$ cat config.mk
export PLATFORM = sky130hd
export DESIGN_NAME = rc_pulse_charge_fire_controller_unit
export DESIGN_NICKNAME = d
export VERILOG_FILES = /design/src/sv/rcpf_pkg.sv /design/src/sv/rcpf_tick.sv /design/src/sv/rc_pulse_charge_fire_controller_unit.sv
export SDC_FILE = /design/constraint.sdc
export NUM_CORES = 1
export LEC_CHECK = 0
export BUFFER_PORTS_ARGS = -buffer_cell sky130_fd_sc_hd__buf_2
export CAP_MARGIN = 20
export CORE_MARGIN = 4
export CORE_UTILIZATION = 58
export DETAILED_ROUTE_END_ITERATION = 6
export MAX_ROUTING_LAYER = met4
export PLACE_DENSITY_LB_ADDON = 0.15
export SLEW_MARGIN = 20
export SYNTH_ARGS = -nofsm -noshare
export SYNTH_HDL_FRONTEND = slang
export SYNTH_SLANG_ARGS = --single-unit
$ cat constraint.sdc
create_clock -name clk -period 8.41 [get_ports clk]
set_input_delay 0.4205 -clock clk [delete_from_list [all_inputs] [get_ports clk]]
set_output_delay 0.4205 -clock clk [all_outputs]
set_load 0.05 [all_outputs]
$ cat src/sv/rcpf_pkg.sv
package rcpf_pkg;

  localparam int TIME_BITS   = 32;
  localparam int SAMPLE_BITS = 10;

  localparam int WIDTH_BITS = 16;
  localparam int GAP_BITS   = 20;
  localparam int LEVEL_BITS = SAMPLE_BITS;
  localparam int CFG_BITS   = 20;
  localparam int IDX_BITS   = 3;

  localparam int IN_BITS   = 1 + SAMPLE_BITS;
  localparam int IN_BYTES  = (IN_BITS + 7) / 8;
  localparam int OUT_BITS  = 5;
  localparam int OUT_BYTES = (OUT_BITS + 7) / 8;

  typedef logic [TIME_BITS-1:0]   time_t;
  typedef logic [SAMPLE_BITS-1:0] sample_t;

  typedef enum logic [1:0] {
    PH_IDLE   = 2'd0,
    PH_CHARGE = 2'd1,
    PH_FIRE   = 2'd2
  } phase_t;

  typedef enum logic [IDX_BITS-1:0] {
    REG_WIDTH_MIN     = 3'd0,
    REG_WIDTH_MAX     = 3'd1,
    REG_GAP_MIN       = 3'd2,
    REG_GAP_MAX       = 3'd3,
    REG_TRIGGER_WIDTH = 3'd4,
    REG_FIRE_LEVEL    = 3'd5,
    REG_SAFE_LEVEL    = 3'd6
  } reg_idx_t;

  localparam logic [WIDTH_BITS-1:0] WIDTH_MIN_RST     = WIDTH_BITS'(500);
  localparam logic [WIDTH_BITS-1:0] WIDTH_MAX_RST     = WIDTH_BITS'(2500);
  localparam logic [GAP_BITS-1:0]   GAP_MIN_RST       = GAP_BITS'(3000);
  localparam logic [GAP_BITS-1:0]   GAP_MAX_RST       = GAP_BITS'(100000);
  localparam logic [WIDTH_BITS-1:0] TRIGGER_WIDTH_RST = WIDTH_BITS'(1700);
  localparam logic [LEVEL_BITS-1:0] FIRE_LEVEL_RST    = LEVEL_BITS'(348);
  localparam logic [LEVEL_BITS-1:0] SAFE_LEVEL_RST    = LEVEL_BITS'(21);

  typedef struct packed {
    logic [WIDTH_BITS-1:0] width_min;
    logic [WIDTH_BITS-1:0] width_max;
    logic [GAP_BITS-1:0]   gap_min;
    logic [GAP_BITS-1:0]   gap_max;
    logic [WIDTH_BITS-1:0] trigger_width;
    logic [LEVEL_BITS-1:0] fire_level;
    logic [LEVEL_BITS-1:0] safe_level;
  } cfg_t;

  typedef struct packed {
    phase_t mode;
    logic   indicator_on;
    logic   fire_on;
    logic   charge_on;
  } res_t;

endpackage

$ cat src/sv/rcpf_tick.sv
module rcpf_tick (
  input  logic             clk,
  input  logic             rst,
  input  logic             step,
  input  logic             rc_level,
  input  rcpf_pkg::sample_t cap_sample,
  input  rcpf_pkg::cfg_t   cfg,
  output rcpf_pkg::res_t   res,
  output rcpf_pkg::phase_t phase
);
  import rcpf_pkg::*;

  time_t  now_us, rise_time, fall_time, low_gap, high_width;
  time_t  rise_time_next, fall_time_next, low_gap_next, high_width_next;
  time_t  last_edge, activity;
  time_t  width_min_x, width_max_x, gap_min_x, gap_max_x, trigger_x;
  logic   prev_level;
  logic   pulse_ok;
  phase_t phase_next;

  assign width_min_x = TIME_BITS'(cfg.width_min);
  assign width_max_x = TIME_BITS'(cfg.width_max);
  assign gap_min_x   = TIME_BITS'(cfg.gap_min);
  assign gap_max_x   = TIME_BITS'(cfg.gap_max);
  assign trigger_x   = TIME_BITS'(cfg.trigger_width);

  always_comb begin
    rise_time_next  = rise_time;
    fall_time_next  = fall_time;
    low_gap_next    = low_gap;
    high_width_next = high_width;
    if (!prev_level && rc_level) begin
      rise_time_next = now_us;
      low_gap_next   = now_us - fall_time;
    end else if (prev_level && !rc_level) begin
      fall_time_next  = now_us;
      high_width_next = now_us - rise_time;
    end
    last_edge = (rise_time_next > fall_time_next) ? rise_time_next : fall_time_next;
    activity  = now_us - last_edge;
    pulse_ok  = (low_gap_next >= gap_min_x) && (low_gap_next <= gap_max_x) &&
                (high_width_next >= width_min_x) && (high_width_next <= width_max_x) &&
                (activity <= gap_max_x) && (high_width_next > trigger_x);

    phase_next = phase;
    unique case (phase)
      PH_CHARGE: if (cap_sample > cfg.fire_level) phase_next = PH_FIRE;
      PH_FIRE:   if (cap_sample < cfg.safe_level) phase_next = PH_IDLE;
      default:   phase_next = pulse_ok ? PH_CHARGE : PH_IDLE;
    endcase

    res.mode         = phase_next;
    res.charge_on    = (phase_next == PH_CHARGE);
    res.fire_on      = (phase_next == PH_FIRE);
    res.indicator_on = (phase_next != PH_IDLE);
  end

  always_ff @(posedge clk) begin
    if (rst) begin
      now_us     <= '0;
      rise_time  <= '0;
      fall_time  <= '0;
      low_gap    <= '0;
      high_width <= '0;
      prev_level <= 1'b0;
      phase      <= PH_IDLE;
    end else if (step) begin
      now_us     <= now_us + TIME_BITS'(1);
      rise_time  <= rise_time_next;
      fall_time  <= fall_time_next;
      low_gap    <= low_gap_next;
      high_width <= high_width_next;
      prev_level <= rc_level;
      phase      <= phase_next;
    end
  end

endmodule

$ cat src/sv/rc_pulse_charge_fire_controller_unit.sv
// channel  dir  handshake          payload (lowest bit up)
// s_*      in   s_tvalid/s_tready  s_tdata: rc_level, cap_sample
// m_*      out  m_tvalid/m_tready  m_tdata: charge_on, fire_on, indicator_on, mode
// cfg_*    in   cfg_we             cfg_index, cfg_data
//
// One tick per cycle sustained while m_tready allows; a tick's result reaches m_tdata through
// the input register, then the result register.
// The edge timing, gap/width compares and phase rule sit between those two registers.
// rst is synchronous: clears the tick clock, edge stamps and phase; registers take defaults.
// A stalled result holds the input register; a new tick is taken while the result waits
// only if the input register is empty.
module rc_pulse_charge_fire_controller_unit (
  input  logic                                clk,
  input  logic                                rst,
  input  logic                                s_tvalid,
  output logic                                s_tready,
  input  logic [8*rcpf_pkg::IN_BYTES-1:0]     s_tdata,   // rc_level, cap_sample
  output logic                                m_tvalid,
  input  logic                                m_tready,
  output logic [8*rcpf_pkg::OUT_BYTES-1:0]    m_tdata,   // charge_on, fire_on, indicator_on, mode
  input  logic                                cfg_we,
  input  logic [rcpf_pkg::IDX_BITS-1:0]       cfg_index,
  input  logic [rcpf_pkg::CFG_BITS-1:0]       cfg_data
);
  import rcpf_pkg::*;

  cfg_t    cfg;
  logic    in_valid;
  logic    in_level;
  sample_t in_sample;
  logic    advance, step;
  res_t    res;
  phase_t  phase;

  assign advance  = !m_tvalid || m_tready;
  assign step     = in_valid && advance;
  assign s_tready = !in_valid || advance;

  always_ff @(posedge clk) begin
    if (rst) begin
      cfg.width_min     <= WIDTH_MIN_RST;
      cfg.width_max     <= WIDTH_MAX_RST;
      cfg.gap_min       <= GAP_MIN_RST;
      cfg.gap_max       <= GAP_MAX_RST;
      cfg.trigger_width <= TRIGGER_WIDTH_RST;
      cfg.fire_level    <= FIRE_LEVEL_RST;
      cfg.safe_level    <= SAFE_LEVEL_RST;
    end else if (cfg_we) begin
      unique case (reg_idx_t'(cfg_index))
        REG_WIDTH_MIN:     cfg.width_min     <= cfg_data[WIDTH_BITS-1:0];
        REG_WIDTH_MAX:     cfg.width_max     <= cfg_data[WIDTH_BITS-1:0];
        REG_GAP_MIN:       cfg.gap_min       <= cfg_data[GAP_BITS-1:0];
        REG_GAP_MAX:       cfg.gap_max       <= cfg_data[GAP_BITS-1:0];
        REG_TRIGGER_WIDTH: cfg.trigger_width <= cfg_data[WIDTH_BITS-1:0];
        REG_FIRE_LEVEL:    cfg.fire_level    <= cfg_data[LEVEL_BITS-1:0];
        REG_SAFE_LEVEL:    cfg.safe_level    <= cfg_data[LEVEL_BITS-1:0];
        default: ;
      endcase
    end
  end

  always_ff @(posedge clk) begin
    if (rst) begin
      in_valid <= 1'b0;
    end else if (s_tvalid && s_tready) begin
      in_valid <= 1'b1;
    end else if (step) begin
      in_valid <= 1'b0;
    end
  end

  always_ff @(posedge clk) begin
    if (s_tvalid && s_tready) begin
      in_level  <= s_tdata[0];
      in_sample <= s_tdata[SAMPLE_BITS:1];
    end
  end

  rcpf_tick u_tick (
    .clk        (clk),
    .rst        (rst),
    .step       (step),
    .rc_level   (in_level),
    .cap_sample (in_sample),
    .cfg        (cfg),
    .res        (res),
    .phase      (phase)
  );

  always_ff @(posedge clk) begin
    if (rst) begin
      m_tvalid <= 1'b0;
    end else if (step) begin
      m_tvalid <= 1'b1;
    end else if (m_tready) begin
      m_tvalid <= 1'b0;
    end
  end

  always_ff @(posedge clk) begin
    if (step) begin
      m_tdata <= (8*OUT_BYTES)'(res);
    end
  end

  a_in_held: assert property (@(posedge clk) disable iff (rst)
    in_valid && !advance |=> in_valid)
    else $error("pending tick dropped while result stalled");

  a_step_out: assert property (@(posedge clk) disable iff (rst)
    step |=> m_tvalid)
    else $error("processed tick produced no result");

  a_take_in: assert property (@(posedge clk) disable iff (rst)
    s_tvalid && s_tready |=> in_valid)
    else $error("accepted transaction not captured");

  a_no_skip: assert property (@(posedge clk) disable iff (rst)
    $past(phase) == PH_IDLE |-> phase != PH_FIRE)
    else $error("phase jumped from idle to firing");

endmodule
==> results of run 1 <==
## metrics by stage
step	hold slack (ns)	setup WS [ns]	cells
2_1_floorplan	0.432	0.0477	2861
3_3_place_gp	0.442	-0.327	3404
3_5_place_dp	0.447	-0.533	3404
4_1_cts	0.0231	0.0131	3481
5_1_grt	0.0378	-0.162	3502
6_report	0.0400	0.0545	3502
## final cells by class
type | count | area, sq um
clock buffers | 52 | 1050
clock inverters | 11 | 129
fillers | 2997 | 10600
inverters | 227 | 857
multi-input cells | 2197 | 14600
flip-flops and latches | 289 | 5950
well taps | 461 | 577
repair buffers | 265 | 2100
## worst max-delay path: cells and delay by family (launching register included)
family / cells / cell delay (ns)
flip-flops: 1 / 0.35
adder cells (fa/ha/maj): 3 / 0.88
buffers and inverters: 11 / 1.62
AO/OA/AOI/OAI: 12 / 2.01
multiplexers: 1 / 0.32
AND/OR/NAND/NOR: 12 / 2.74
XOR/XNOR: 1 / 0.16
## cell usage after synthesis, types with 21 or more instances
master    count
xnor2_1      54
nand4_1      58
nor2b_1      28
o211ai_1     21
nor2_1      306
nor3_1       32
xor2_1       50
nand3_1      45
nand2_1     449
inv_1       226
a21o_1       55
dfxtp_1     273
nand2b_1     24
o21ai_0     101
a211oi_1     85
mux2_2       31
ha_1        254
clkbuf_1    134
a211o_1      26
a21oi_1     333
## power breakdown
part	total, mW	switching (mW)	internal [mW]	leakage [nW]
registers	1.46	0.0271	1.43	2.38
logic	1.42	0.821	0.603	8.13
clock network	1.56	0.626	0.933	0.575
## timing repair
action | in CTS | in global routing
endpoints found under the setup margin | 5 | 5
pin swaps | 10 | 58
gates resized for setup | 24 | 124
buffers inserted | 13 | 22
cloned | 2 | 1
endpoints found under the hold margin | 0 | 0
## cell families after synthesis
| kind of cell | after synthesis | share of synthesized area |
|---|---|---|
| compound gates | 754 | 0.222 |
| xor+xnor | 104 | 0.0427 |
| fa+ha+maj | 257 | 0.152 |
| buf+inv | 376 | 0.0668 |
| flops | 289 | 0.279 |
| mux | 44 | 0.0230 |
| other cells | 1 | 0.000176 |
| simple gates | 1034 | 0.214 |
## per-layer routing
metal / global-route usage / wire [microns] / vias to the layer above
met5: - / 0 / -
met4: 0.150 / 3390 / 0
met3: 0.0772 / 6360 / 205
met2: 0.532 / 31700 / 858
met1: 0.447 / 29800 / 10161
li1: - / - / 10325
## worst max-delay path by stage
stage	endpoint	slack (ns)	cells after the start
2_1_floorplan	m_tdata[1]$_DFFE_PP_	0.05	34
3_3_place_gp	m_tdata[1]$_DFFE_PP_	-0.33	34
3_5_place_dp	m_tdata[1]$_DFFE_PP_	-0.53	33
4_1_cts	m_tdata[1]$_DFFE_PP_	0.01	35
5_1_grt	m_tdata[1]$_DFFE_PP_	-0.16	40
6_report	m_tdata[1]$_DFFE_PP_	0.05	40
## state kept, by name, summed over array words and instances, names as in the netlist
name	count
m_tdata	5
u_tick.fall_time	32
u_tick.phase	2
in_sample	10
in_level	1
cfg	108
in_valid	1
m_tvalid	1
u_tick.low_gap	32
u_tick.high_width	32
u_tick.rise_time	32
u_tick.now_us	32
u_tick.prev_level	1
==> summary.md, run 1 <==
| Metric | Value |
|---|---|
| Status | `finished, final reports clean` |
| Antenna fix cells | `0` |
| Top post-synthesis cells by area | `dfxtp_1, ha_1, nand2_1, a21oi_1, nor2_1` |
| Power per cell area | `176 mW/mm^2` |
| Routed wire per std cell | `20.3 microns` |
| TNS Setup | `0 ns` |
| WHS Path Cells | `1` |
| Core Rows | `69` |
| Hold Fails Final Rpt | `0` |
| Area Growth Syn to Fin | `18.6%` |
| Worst-skew pair later-pin latency | `roughly 0.56 ns` |
| Total Power | `4.44 mW` |
| Final Cell Area | `0.0253 sq mm` |
| Cell repeated most along the worst path | `buf_4` |
| # setup viols final | `0` |
| Post-CTS Hold Buffers | `0` |
| Fmax | `roughly 120 MHz` |
| Number of synthesized register bits | `289` |
| RePlAce Congestion | `1.05` |
| Die X | `200 microns` |
| Crit path kind | `flip-flop to flip-flop` |
| First-pass GRT wire length | `107 mm` |
| All-Layer GR Usage | `0.349` |
| Slowest stage cell, crit path | `or4_1` |
| Max-cap violations | `0` |
| Die Ht | `around 200 microns` |
| Post-layout min period | `8.36 ns` |
| Vias in the first global route | `20004` |
| Initial core utilization | `0.594` |
| Drt pass-1 iters | `7` |
| Critical path data required time | `8.72 ns` |
| R2R cell count | `40` |
| Most common cell after layout, fill and taps aside | `nand2_1` |
| Rel. slew slack | `0.236` |
| Share of post-route cells with drive strength above 1 | `0.158` |
| Sink Count | `289` |
| Reg-to-reg setup timing slack | `0.05 ns` |
| Largest net degree at the start of global routing | `between 150 and 200` |
| Post-Syn Area | `0.0213 sq mm` |
| Register area share after synthesis | `0.279` |
| Library cells used by synthesis | `81` |
| CP Launch Type | `flip-flop` |
| Final #Nets | `3317` |
| Worst Tran Pin Value | `1.15 ns` |
| Async SR Flop Fraction | `0` |
| CTS buffer count | `36` |
| Post-synth top flop | `dfxtp_1` |
| DP Wirelength | `52.2 mm` |
| Leakage | `~11 nW` |
| Via count | `21549` |
| DRC violation total after the first TritonRoute iteration | `1856` |
| Mean Syn Cell Area | `between 7 and 8 sq um` |
| Min-delay src | `s_tdata[1]` |
| Clock buffer depth | `3` |
| Total Routed Length | `71.2 mm` |
| Fin util | `0.704` |
| I/O Buffers | `45` |
| Slew Limit Fails | `0` |
| Initial antenna violation count | `0` |
| Worst VDD drop | `0.000182 V` |
| Synthesized instance count | `2859` |
| Post-synth top area cell | `dfxtp_1` |
| Reg2reg end | `m_tdata[1]$_DFFE_PP_` |
| Top-Level Pins | `54` |
| Hold endpoint | `in_sample[0]$_DFFE_PP_` |
| Worst EP arrival | `8.67 ns` |
| Die area | `0.0399 sq mm` |
| Most frequent cells in the layout | `nand2_1, nor2_1, a21oi_1, dfxtp_1, ha_1` |
| Clock Root Buffer | `clkbuf_16` |
| Yosys Warn Count | `0` |
| Crit path from | `u_tick.prev_level$_SDFFE_PP0P_` |
| Final clock skew | `between 0.02 and 0.025 ns` |
| Total grt overflow | `0` |
| DRC Markers | `0` |
| Worst Setup End Kind | `flip-flop` |
| Vias per cell | `6.15` |
| Critical path's largest stage delay | `0.55 ns` |
| TritonCTS clock tree | `built` |
| FF-to-FF Start | `u_tick.prev_level$_SDFFE_PP0P_` |
| Top-area cell type share of the netlist area | `0.256` |
| CP max FO | `7` |
| Final period util | `0.994` |
| Post-DP Area | `between 0.02 and 0.025 sq mm` |
| Reg clk slew, reported paths | `about 0.060 ns` |
| Post-synth EDFFs | `16` |
| Class of the most critical hold timing path | `input port to flip-flop` |
| Depth of the CTS H-tree | `2` |
| Antenna viol nets, final | `0` |
| Core Region | `0.0359 sq mm` |
Note: power is estimated with default switching activity, not from simulation.
==> inputs of run 2 (changes only) <==
--- a/config.mk
+++ b/config.mk
@@ -5,13 +5,14 @@
 export SDC_FILE = /design/constraint.sdc
 export NUM_CORES = 1
 export LEC_CHECK = 0
-export BUFFER_PORTS_ARGS = -buffer_cell sky130_fd_sc_hd__buf_2
 export CAP_MARGIN = 20
 export CORE_MARGIN = 4
-export CORE_UTILIZATION = 58
+export CORE_UTILIZATION = 59
 export DETAILED_ROUTE_END_ITERATION = 6
+export DONT_BUFFER_PORTS = 1
+export GPL_ROUTABILITY_DRIVEN = 0
 export MAX_ROUTING_LAYER = met4
-export PLACE_DENSITY_LB_ADDON = 0.15
+export PLACE_DENSITY_LB_ADDON = 0.1
 export SLEW_MARGIN = 20
 export SYNTH_ARGS = -nofsm -noshare
 export SYNTH_HDL_FRONTEND = slang
==> run 2 against run 1 <==
Register-to-register slack got worse by 0.20 ns; via count decreased by 0.41%; setup slack got worse by 0.20 ns; total power decreased by 2.4%; sequential power about the same; critical path depth decreased by 6; the flow now finishes with violations (design-rule violations, negative setup slack); critical endpoint unchanged; flip-flop and latch count unchanged; global-route usage decreased by 0.16 points; combinational power decreased by 4%; highest routed layer unchanged; final cell count decreased by 0.86%; sequential share of layout area increased by 0.26 points.
==> summary.md, run 2 (synthesis results as in run 1) <==
| Metric | Value |
|---|---|
| Vias in the first global route | `19908 (-0.48%)` |
| Reg clk slew, reported paths | `0.06 ns (about the same)` |
| WHS | `0.00237 ns (-0.0376 ns)` |
| Share of post-route cells with drive strength above 1 | `0.128 (-0.0296)` |
| Die X | `198 microns (-0.82%)` |
| TritonCTS clock tree | `built` |
| Sink Count | `289 (unchanged)` |
| Critical path's largest stage delay | `0.56 ns (about the same)` |
| All-Layer GR Usage | `0.347 (-0.00161)` |
| Depth of the CTS H-tree | `2 (unchanged)` |
| FF/Latch Area | `0.00595 sq mm (about the same)` |
| Total Routed Length | `69.9 mm (-1.9%)` |
| Clock Root Buffer | `clkbuf_16` |
| Leakage | `10.9 nW (-1.7%)` |
| Die area | `0.0393 sq mm (-1.6%)` |
| Post-layout min period | `8.55 ns (+0.197 ns)` |
| Failing checks | `design-rule violations, negative setup slack` |
| Worst EP arrival | `8.87 ns (+0.20 ns)` |
| Max FFs per register | `108 (unchanged)` |
| CTS buffer count | `35 (-2.8%)` |
| Status | `complete, but fails checks` |
| CP Launch Type | `flip-flop` |
| Setup ws final | `-0.142 ns (-0.197 ns)` |
| Fill count | `2881 (-3.9%)` |
| Total grt overflow | `0 (unchanged)` |
| Class of the most critical hold timing path | `input port to flip-flop` |
| DRC violation total after the first TritonRoute iteration | `2045 (+10%)` |
| First-pass GRT wire length | `106 mm (-0.85%)` |
| Final #Nets | `3284 (-0.99%)` |
| Worst VDD drop | `0.000191 V (+5.2%)` |
| Worst Setup End Kind | `flip-flop` |
| # setup viols final | `5 (+5)` |
| Most common cell after layout, fill and taps aside | `nand2_1` |
| Hold Fails Final Rpt | `0 (unchanged)` |
| Area of the multi-input gates | `0.0144 sq mm (-1.5%)` |
| Routed wire per std cell | `20.1 microns (-1.1%)` |
| Antenna viol nets, final | `0 (unchanged)` |
| Worst Tran Pin Value | `1.14 ns (-0.00987 ns)` |
| Drt pass-1 iters | `7 (unchanged)` |
| DRC Markers | `11 (+11)` |
| Largest net degree at the start of global routing | `260 (+47%)` |
| I/O Buffers | `0 (-100%)` |
| TNS Setup | `-0.327 ns (-0.327 ns)` |
| Largest register by flop count | `cfg` |
| Crit path kind | `flip-flop to flip-flop` |
| Slew Limit Fails | `0 (unchanged)` |
| Max-cap violations | `0 (unchanged)` |
| Post-Layout Cell Count | `3472 (-0.86%)` |
| Via count | `21460 (-0.41%)` |
| CP max FO | `6 (-1)` |
| Critical path data required time | `8.72 ns (about the same)` |
| RSZ-0062 raised after global routing | `true` |
| Most frequent cells in the layout | `nand2_1, nor2_1, a21oi_1, dfxtp_1, ha_1` |
| Top-Level Pins | `54 (unchanged)` |
| Initial core utilization | `0.598 (+0.00432)` |
| Worst-skew pair later-pin latency | `0.56 ns (about the same)` |
| Slowest stage cell, crit path | `or4_4` |
| Power per cell area | `173 mW/mm^2 (-1.3%)` |
| Post-Place Setup Slack | `-0.346 ns (+0.187 ns)` |
| Core Rows | `69 (unchanged)` |
| Reg-to-reg setup timing slack | `-0.14 ns (-0.20 ns)` |
| Area Growth Syn to Fin | `17.2%` |
| Die Ht | `198 microns (-0.82%)` |
| Final period util | `1.02 (+0.0234)` |
| Total Power | `4.34 mW (-2.4%)` |
| Fmax | `117 MHz (-2.3%)` |
| Final clock skew | `0.0203 ns (-0.00257 ns)` |
| Vias per cell | `6.18 (+0.45%)` |
| Initial antenna violation count | `1 (+1)` |
| Core Region | `0.0357 sq mm (-0.72%)` |
| DP Wirelength | `49.5 mm (-5.2%)` |
| Clock buffer depth | `3 (unchanged)` |
| Placed cell count | `3340 (-1.9%)` |
| Rel. slew slack | `0.242 (+0.00658)` |
[run 2: through the flow]
step	utilization	cell area [sq um]
after CTS	0.683	24300
final	0.701	25000
after detailed placement	0.637	22700
after global placement	0.637	22700
after global routing	0.701	25000
after floorplan	-	21400
[run 2: layout make-up]
class | count | share of cell area
clock buffer | 53 | 0.0414
tap | 461 | 0.0231
sequential | 289 | 0.238
timing repair buffer | 234 | 0.0831
multi-input combinational | 2196 | 0.576
antenna | 1 | 0.000100
inverter | 227 | 0.0343
clock inverter | 11 | 0.00420
[run 2: timing repair]
action / 4_1_cts / 5_1_grt
setup endpoints to repair: 5 / 5
resized for setup: 9 / 84
setup buffers: 5 / 24
gates cloned: 0 / 3
hold endpoints to repair: 276 / 0
pin swaps: 6 / 46
hold buffers: 35 / 0
[run 2: metal layers]
metal  GRT usage  wire (microns)
met1       0.451           29100
met5           -               0
met3      0.0573            6170
met4       0.157            3460
met2       0.533           31100
[run 2: final timing paths]
check,startpoint,to,cells after the start
worst max-delay path,in_level$_DFFE_PP_,m_tdata[1]$_DFFE_PP_,34
worst min-delay path,cfg_data[3],cfg[39]$_SDFFE_PP0P_,2
worst max register to register,in_level$_DFFE_PP_,m_tdata[1]$_DFFE_PP_,34
worst min register to register,cfg[58]$_SDFFE_PP0P_,cfg[58]$_SDFFE_PP0P_,2
[run 2: critical path: cells and delay by family, from the launching register on]
family	cells	cell delay [ns]
compound gates	13	3.09
flops	1	0.45
buf+inv	5	0.75
simple gates	12	2.79
fa+ha+maj	3	0.99
xor+xnor	1	0.22
[run 2: report_power, final]
part	leakage, nW	switching (mW)	internal, mW	total [mW]
Sequential	2.38	0.0317	1.43	1.47
Combinational	7.96	0.791	0.568	1.36
Clock	0.559	0.626	0.886	1.51
Total	10.9	1.45	2.89	4.34
